--- config.mk ---
export PLATFORM = sky130hd
export DESIGN_NAME = zone_debounce_safety_state
export DESIGN_NICKNAME = d
export VERILOG_FILES = /design/src/zdss_pkg.sv /design/src/zone_debounce_safety_state.sv /design/src/zdss_zone.sv /design/src/zdss_status.sv
export SDC_FILE = /design/constraint.sdc
export NUM_CORES = 2
export LEC_CHECK = 0
export BUFFER_PORTS_ARGS = -buffer_cell sky130_fd_sc_hd__clkbuf_2
export CAP_MARGIN = 20
export CORE_MARGIN = 4
export CORE_UTILIZATION = 53
export DETAILED_ROUTE_END_ITERATION = 12
export PLACE_DENSITY = 0.77
export SLEW_MARGIN = 0
export SYNTH_ARGS = -nofsm -noshare
export SYNTH_HDL_FRONTEND = slang
export SYNTH_HIERARCHICAL = 1
export SYNTH_SLANG_ARGS = --single-unit
--- constraint.sdc ---
create_clock -name clk -period 7.7 [get_ports clk]
set_clock_uncertainty 0.2 [all_clocks]
set_input_delay 0.385 -clock clk [delete_from_list [all_inputs] [get_ports clk]]
set_output_delay 0.385 -clock clk [all_outputs]
set_load 0.005 [all_outputs]
--- src/zdss_pkg.sv ---
`default_nettype none

package zdss_pkg;

	localparam int unsigned MASK_W   = 16;
	localparam int unsigned THR_W    = 16;
	localparam int unsigned TYPES_W  = 32;
	localparam int unsigned STATUS_W = 3;
	localparam int unsigned INDEX_W  = 2;

	typedef enum logic [1:0] {
		ZONE_OTHER     = 2'd0,
		ZONE_CLEAR     = 2'd1,
		ZONE_WARNING   = 2'd2,
		ZONE_FORBIDDEN = 2'd3
	} zone_kind_t;

	typedef enum logic [STATUS_W-1:0] {
		ST_SAFE         = 3'd0,
		ST_WARNING      = 3'd1,
		ST_ALARM        = 3'd2,
		ST_PRE_BLOCKED  = 3'd3,
		ST_PRE_CHECKING = 3'd4
	} sys_status_t;

	typedef enum logic [INDEX_W-1:0] {
		REG_ENTER_THR = 2'd0,
		REG_EXIT_THR  = 2'd1,
		REG_TYPES     = 2'd2
	} reg_index_t;

	typedef struct packed {
		logic stable;
		logic quiet;
	} zone_flags_t;

	typedef struct packed {
		logic        alarm;
		logic        warning;
		sys_status_t status;
		logic        start;
	} frame_result_t;

endpackage

`default_nettype wire

--- src/zone_debounce_safety_state.sv ---
// Debounced per-zone safety state, one frame per transaction.
//
// Input channel (in_valid/in_ready) carries one frame: zone_hit_mask and
// prestart. Output channel (out_valid/out_ready) returns exactly one result
// per frame: alarm_flag, warning_flag, system_status, start_allowed and
// stable_mask, in frame order.
// The frame is captured in an input register, then the zone counters,
// debounce flags and status priority are evaluated in one pass and land in
// the result register, which drives out_valid.
// Throughput is one frame per cycle while the receiver takes results; it
// is set by the single pass through the per-zone saturating counters,
// which all update in parallel.
// When the receiver stalls, the result register holds and the input
// register still takes one more frame; in_ready drops only while both are
// full, and rises again in the cycle the result is taken.
// Reset clears all run counters and stable flags, empties both registers and
// loads the thresholds with 3 and all zone types with other.
// cfg_en writes cfg_data to register cfg_index at once; write only when idle.
`default_nettype none

module zone_debounce_safety_state #(
	parameter int unsigned NUM_ZONES  = 16,
	parameter int unsigned COUNT_BITS = 16
) (
	input  wire logic                          clk,
	input  wire logic                          arst_n,
	input  wire logic                          cfg_en,
	input  wire logic [zdss_pkg::INDEX_W-1:0]  cfg_index,
	input  wire logic [zdss_pkg::TYPES_W-1:0]  cfg_data,
	input  wire logic                          in_valid,
	output logic                               in_ready,
	input  wire logic [zdss_pkg::MASK_W-1:0]   zone_hit_mask,
	input  wire logic                          prestart,
	output logic                               out_valid,
	input  wire logic                          out_ready,
	output logic                               alarm_flag,
	output logic                               warning_flag,
	output logic [zdss_pkg::STATUS_W-1:0]      system_status,
	output logic                               start_allowed,
	output logic [zdss_pkg::MASK_W-1:0]        stable_mask
);

	logic [zdss_pkg::THR_W-1:0]   enter_thr_q;
	logic [zdss_pkg::THR_W-1:0]   exit_thr_q;
	logic [zdss_pkg::TYPES_W-1:0] types_q;

	logic                         valid_s1;
	logic [zdss_pkg::MASK_W-1:0]  hits_s1;
	logic                         prestart_s1;

	logic                         valid_s2;
	zdss_pkg::frame_result_t      result_s2;
	logic [zdss_pkg::MASK_W-1:0]  stable_s2;

	logic                         adv;
	logic [NUM_ZONES-1:0]         stable;
	logic [NUM_ZONES-1:0]         quiet;
	logic [zdss_pkg::MASK_W-1:0]  stable_full;
	zdss_pkg::frame_result_t      result;

	assign adv      = valid_s1 && (!valid_s2 || out_ready);
	assign in_ready = !valid_s1 || adv;

	// configuration
	always_ff @(posedge clk or negedge arst_n) begin
		if (!arst_n) begin
			enter_thr_q <= zdss_pkg::THR_W'(3);
			exit_thr_q  <= zdss_pkg::THR_W'(3);
			types_q     <= '0;
		end else if (cfg_en) begin
			case (zdss_pkg::reg_index_t'(cfg_index))
				zdss_pkg::REG_ENTER_THR: enter_thr_q <= cfg_data[zdss_pkg::THR_W-1:0];
				zdss_pkg::REG_EXIT_THR:  exit_thr_q  <= cfg_data[zdss_pkg::THR_W-1:0];
				zdss_pkg::REG_TYPES:     types_q     <= cfg_data;
				default: ;
			endcase
		end
	end

	// input register
	always_ff @(posedge clk or negedge arst_n) begin
		if (!arst_n) begin
			valid_s1 <= 1'b0;
		end else if (in_ready) begin
			valid_s1 <= in_valid;
		end
	end

	always_ff @(posedge clk) begin
		if (in_valid && in_ready) begin
			hits_s1     <= zone_hit_mask;
			prestart_s1 <= prestart;
		end
	end

	for (genvar z = 0; z < NUM_ZONES; z++) begin : g_zone
		zdss_pkg::zone_flags_t flags;

		zdss_zone #(
			.COUNT_BITS(COUNT_BITS)
		) u_zone (
			.clk      (clk),
			.arst_n   (arst_n),
			.adv      (adv),
			.hit      (hits_s1[z]),
			.enter_thr(enter_thr_q),
			.exit_thr (exit_thr_q),
			.flags    (flags)
		);

		assign stable[z] = flags.stable;
		assign quiet[z]  = flags.quiet;
	end

	zdss_status #(
		.NUM_ZONES(NUM_ZONES)
	) u_status (
		.stable    (stable),
		.quiet     (quiet),
		.type_codes(types_q),
		.prestart  (prestart_s1),
		.result    (result)
	);

	always_comb begin
		stable_full = '0;
		for (int z = 0; z < NUM_ZONES; z++) begin
			stable_full[z] = stable[z];
		end
	end

	// result register
	always_ff @(posedge clk or negedge arst_n) begin
		if (!arst_n) begin
			valid_s2 <= 1'b0;
		end else if (!valid_s2 || out_ready) begin
			valid_s2 <= valid_s1;
		end
	end

	always_ff @(posedge clk) begin
		if (adv) begin
			result_s2 <= result;
			stable_s2 <= stable_full;
		end
	end

	assign out_valid     = valid_s2;
	assign alarm_flag    = result_s2.alarm;
	assign warning_flag  = result_s2.warning;
	assign system_status = result_s2.status;
	assign start_allowed = result_s2.start;
	assign stable_mask   = stable_s2;

endmodule

`default_nettype wire

--- src/zdss_zone.sv ---
`default_nettype none

module zdss_zone #(
	parameter int unsigned COUNT_BITS = 16
) (
	input  wire logic                       clk,
	input  wire logic                       arst_n,
	input  wire logic                       adv,
	input  wire logic                       hit,
	input  wire logic [zdss_pkg::THR_W-1:0] enter_thr,
	input  wire logic [zdss_pkg::THR_W-1:0] exit_thr,
	output zdss_pkg::zone_flags_t           flags
);

	localparam int unsigned CMP_W = (COUNT_BITS > zdss_pkg::THR_W) ? COUNT_BITS : zdss_pkg::THR_W;

	logic [COUNT_BITS-1:0] enter_run_q;
	logic [COUNT_BITS-1:0] exit_run_q;
	logic                  stable_q;
	logic [COUNT_BITS-1:0] enter_nxt;
	logic [COUNT_BITS-1:0] exit_nxt;
	logic                  stable_nxt;

	always_comb begin
		enter_nxt  = '0;
		exit_nxt   = '0;
		stable_nxt = stable_q;
		if (hit) begin
			enter_nxt = (&enter_run_q) ? enter_run_q : enter_run_q + 1'b1;
			if (CMP_W'(enter_nxt) >= CMP_W'(enter_thr)) begin
				stable_nxt = 1'b1;
			end
		end else begin
			exit_nxt = (&exit_run_q) ? exit_run_q : exit_run_q + 1'b1;
			if (CMP_W'(exit_nxt) >= CMP_W'(exit_thr)) begin
				stable_nxt = 1'b0;
			end
		end
		flags.stable = stable_nxt;
		flags.quiet  = !stable_nxt && (CMP_W'(exit_nxt) >= CMP_W'(exit_thr));
	end

	always_ff @(posedge clk or negedge arst_n) begin
		if (!arst_n) begin
			enter_run_q <= '0;
			exit_run_q  <= '0;
			stable_q    <= 1'b0;
		end else if (adv) begin
			enter_run_q <= enter_nxt;
			exit_run_q  <= exit_nxt;
			stable_q    <= stable_nxt;
		end
	end

endmodule

`default_nettype wire

--- src/zdss_status.sv ---
`default_nettype none

module zdss_status #(
	parameter int unsigned NUM_ZONES = 16
) (
	input  wire logic [NUM_ZONES-1:0]         stable,
	input  wire logic [NUM_ZONES-1:0]         quiet,
	input  wire logic [zdss_pkg::TYPES_W-1:0] type_codes,
	input  wire logic                         prestart,
	output zdss_pkg::frame_result_t           result
);

	logic               alarm;
	logic               warn;
	logic               clear_occupied;
	logic               has_clear;
	logic               clear_block;
	logic               clear_ok;
	zdss_pkg::zone_kind_t kind;

	always_comb begin
		alarm          = 1'b0;
		warn           = 1'b0;
		clear_occupied = 1'b0;
		has_clear      = 1'b0;
		clear_block    = 1'b0;
		kind           = zdss_pkg::ZONE_OTHER;
		for (int z = 0; z < NUM_ZONES; z++) begin
			kind = zdss_pkg::zone_kind_t'(type_codes[2*z +: 2]);
			case (kind)
				zdss_pkg::ZONE_CLEAR: begin
					has_clear      = 1'b1;
					clear_occupied = clear_occupied | stable[z];
					clear_block    = clear_block | !quiet[z];
				end
				zdss_pkg::ZONE_WARNING:   warn  = warn | stable[z];
				zdss_pkg::ZONE_FORBIDDEN: alarm = alarm | stable[z];
				default: ;
			endcase
		end
		clear_ok = has_clear && !clear_block;

		result.alarm   = alarm;
		result.warning = warn;
		result.start   = prestart && clear_ok && !warn && !alarm;
		if (alarm) begin
			result.status = zdss_pkg::ST_ALARM;
		end else if (prestart && clear_occupied) begin
			result.status = zdss_pkg::ST_PRE_BLOCKED;
		end else if (warn) begin
			result.status = zdss_pkg::ST_WARNING;
		end else if (prestart && !clear_ok) begin
			result.status = zdss_pkg::ST_PRE_CHECKING;
		end else begin
			result.status = zdss_pkg::ST_SAFE;
		end
	end

endmodule

`default_nettype wire
==> flow_summary.json <==
{
  "rows": 125,
  "cts_buffers": 79,
  "final_hold_viol_count": 0,
  "finalSetupViolCount": 0,
  "hold_path_startpoint": "cfg_index[1]",
  "met2_length_um": 76100,
  "syn-instance-count": 7250,
  "io_pins": 80,
  "startpoint_type": "flop",
  "rr_worst_depth": 17,
  "cts_hold_buffers": 53,
  "h-tree-depth": 3,
  "p_leak_uw": 0.0312,
  "final_common_cell": "ha_1",
  "drv_cap": 0,
  "rr_startpoint": "g_zone[7].u_zone/enter_run_q[0]",
  "grt_pass1_vias": 52900,
  "crit_buf_inv": 0,
  "wire_per_inst_um": 20.1,
  "max_freq_mhz": 170,
  "cp.depth": 17,
  "layout-drive-gt1-share_pct": 8.65,
  "nNetsFinal": 8038,
  "seq_area_frac_synth_pct": 25.9,
  "met3RoutedLength_um": 17300,
  "cp_max_fo": 6,
  "most-common-layout-cells": "ha_1 (800), inv_1 (626), dfrtp_1 (575), nand2_1 (557), nor2_1 (486)",
  "core_um2": 116000,
  "cpPeakStageDelay_ns": 0.93,
  "worst_pin_slew_ns": 1.21,
  "synth_area_um2": 61900,
  "grt_pass1_wl_um": 279000,
  "initial_utilization_pct": 53.3,
  "cts-resized-gates": 0,
  "area_growth_pct": 7.04,
  "worst-endpoint-arrival_ns": 6.11,
  "drtPass1Iterations": 6,
  "ys_warn_count": 6,
  "cts_tree": "yes",
  "p_per_area_nw_per_um2": 204,
  "end_kind": "flop",
  "cpLargestDelayFamily": "compound AO/OA/AOI/OAI gates",
  "grt_antenna_before_repair": 8,
  "ys_ff_latch": 633,
  "postSynth.topFlopCell": "dfrtp_1",
  "num_vias": 55000,
  "place.detailed.hpwl_um": 120000,
  "drtIter0Drc": 4653,
  "hold_slack_ns": 0.0646,
  "post-route-period-util_pct": 76.4,
  "r2r-end": "system_status[2]",
  "crit_start": "g_zone[7].u_zone/enter_run_q[0]",
  "die_area_um2": 122000,
  "crit_slowest_cell": "a311oi_1",
  "grt_max_degree": 150,
  "synth.distinct_cells": 89,
  "path_clk_slew_ns": 0.06,
  "crit_path_end": "system_status[2]",
  "fin_crit_ns": 5.88,
  "postCtsSetupRepairBufs": 0,
  "drc_errors": 0,
  "ys_async_sr_fraction_pct": 93.8,
  "die_w_um": 350,
  "path_cells": "ha_1 -> nand3_1 -> or3_1 -> o21ai_2 -> nor2_1 -> xor2_1 -> ha_1 -> a21oi_1 -> o21ai_0 -> a211o_1 -> a31o_2 -> or2_1 -> a311oi_1 -> nor2_1 -> a2111oi_0 -> nand4_1 -> o211a_1",
  "synth_edf_count": 39,
  "overflow": 0,
  "setup_tns_ns": 0,
  "cp_data_required_time_ns": 7.93,
  "final-max-slew-violation-count": 0,
  "ant_nets": 0,
  "drt-total-wl_um": 176000,
  "clk_latency_ns": 0.67,
  "hp-class": "input pin to flop",
  "outcome": "completed",
  "highest_layer": "met5",
  "crit_type": "flop to flop",
  "r2r_slack_ns": 1.82,
  "vdd_drop_max_uv": 203,
  "slew_headroom_pct": 19.2,
  "wl_met1_um": 74000,
  "syn_nets": 8106,
  "grt_setup_unrepaired": "no",
  "die_h_um": 350,
  "cts.path.max_buffers": 3,
  "gp_congestion": 0.955,
  "cts.sink_count": 633,
  "track_usage_pct": 28.1,
  "avgSynthCellArea_um2": 8.54,
  "cts_root_buffer": "clkbuf_16",
  "port_buffers": 79,
  "vias_per_cell": 6.27
}
Yosys cell counts, drive strengths merged, types with 32 or more instances:
| cell | instances | area, µm² |
|---|---|---|
| and3 | 137 | 977 |
| nand4 | 214 | 1750 |
| a21oi | 458 | 2290 |
| ha | 800 | 10000 |
| a22o | 32 | 280 |
| nand2b | 106 | 663 |
| o2bb2ai | 184 | 1610 |
| nand2 | 581 | 2280 |
| a31oi | 32 | 200 |
| nand3 | 282 | 1500 |
| dfrtp | 590 | 14800 |
| and2 | 130 | 833 |
| o221ai | 80 | 701 |
| buf | 143 | 980 |
| nand3b | 36 | 274 |
| mux2 | 80 | 901 |
| mux2i | 160 | 1600 |
| edfxtp | 39 | 1170 |
| clkbuf | 201 | 776 |
| o2111ai | 46 | 403 |
| o21ai | 234 | 1210 |
| nor2 | 487 | 1830 |
| xnor2 | 248 | 2170 |
| nor2b | 134 | 853 |
| or2 | 63 | 394 |
| inv | 626 | 2350 |
| and4 | 57 | 499 |
| a211o | 40 | 350 |
| xor2 | 96 | 901 |
| a41oi | 32 | 280 |
| o21a | 128 | 961 |
| nor3 | 146 | 861 |
| a211oi | 81 | 608 |
| or4 | 32 | 274 |
| o311ai | 55 | 482 |
| a21o | 79 | 593 |
| nor4 | 91 | 802 |
layer usage:
metal | GRT usage (%) | up-vias
met4 | 12.9 | 8
met5 | 0.824 | -
met3 | 7.89 | 473
met1 | 36.4 | 26300
met2 | 43.6 | 1977
li1 | - | 26300
state kept, by name, summed over array words and instances (netlist names):
name	cells
g_zone.u_zone/enter_run_q	256
g_zone.u_zone/exit_run_q	256
types_q	32
enter_thr_q	16
exit_thr_q	16
g_zone.u_zone/stable_q	16
hits_s1	16
stable_mask	16
system_status	3
alarm_flag	1
out_valid	1
prestart_s1	1
start_allowed	1
valid_s1	1
warning_flag	1
how the worst min path moves through the flow:
stage | to | slack (ns) | cells past startpoint
after floorplan | enter_thr_q[10] | -0.11 | 0
after global placement | g_zone[5].u_zone/exit_run_q[14] | 0.27 | 1
after detailed placement | g_zone[5].u_zone/exit_run_q[14] | 0.27 | 1
after CTS | enter_thr_q[13] | 0.02 | 3
after global routing | enter_thr_q[15] | 0.06 | 3
final | enter_thr_q[13] | 0.06 | 3
where the power goes:
part | switching, µW | leakage, µW | total [µW] | internal (µW)
Sequential | 1080 | 0.00809 | 4880 | 3810
Combinational | 2710 | 0.0219 | 4750 | 2030
Clock | 1600 | 0.00129 | 3870 | 2260
Total | 5400 | 0.0312 | 13500 | 8100
through the flow:
step	util (%)	cell area (µm²)	power [µW]	worst slack, ns	std cells
after global placement	54.2	62900	9250	2.04	8566
after global routing	57.1	66200	14400	1.74	8772
after detailed placement	54.2	63000	9500	1.94	8567
final	57.1	66200	13500	1.82	8773
after CTS	57.0	66100	13500	1.96	8766
after floorplan	-	61900	8090	3.42	7250
worst min-delay path, stage by stage:
cell	delay, ns
clkbuf_2	0.13
nor3b_4	0.13
mux2_2	0.25
layout make-up:
class	instances	area [µm²]
Multi-Input combinational cell	5624	41700
Inverter	649	2440
Clock inverter	30	367
Clock buffer	116	2280
Fill cell	10100	49800
Sequential cell	633	16100
Tap cell	1524	1910
Timing Repair Buffer	195	1530
Antenna cell	2	5.00
cell families (layout without fill, tap and decap cells):
logic type | Yosys count | count (layout) | share of synthesized area, %
and+or+nand+nor | 2585 | 2585 | 23.6
adders and majority gates | 800 | 800 | 16.2
muxes | 240 | 240 | 4.04
DFF | 633 | 633 | 25.9
other | 0 | 2 | 0
AOI/OAI and AO/OA | 1655 | 1655 | 18.6
xor gates and xnor gates | 344 | 344 | 4.97
buffers and inverters | 993 | 990 | 6.77
Power figures use the tool's default switching activity.
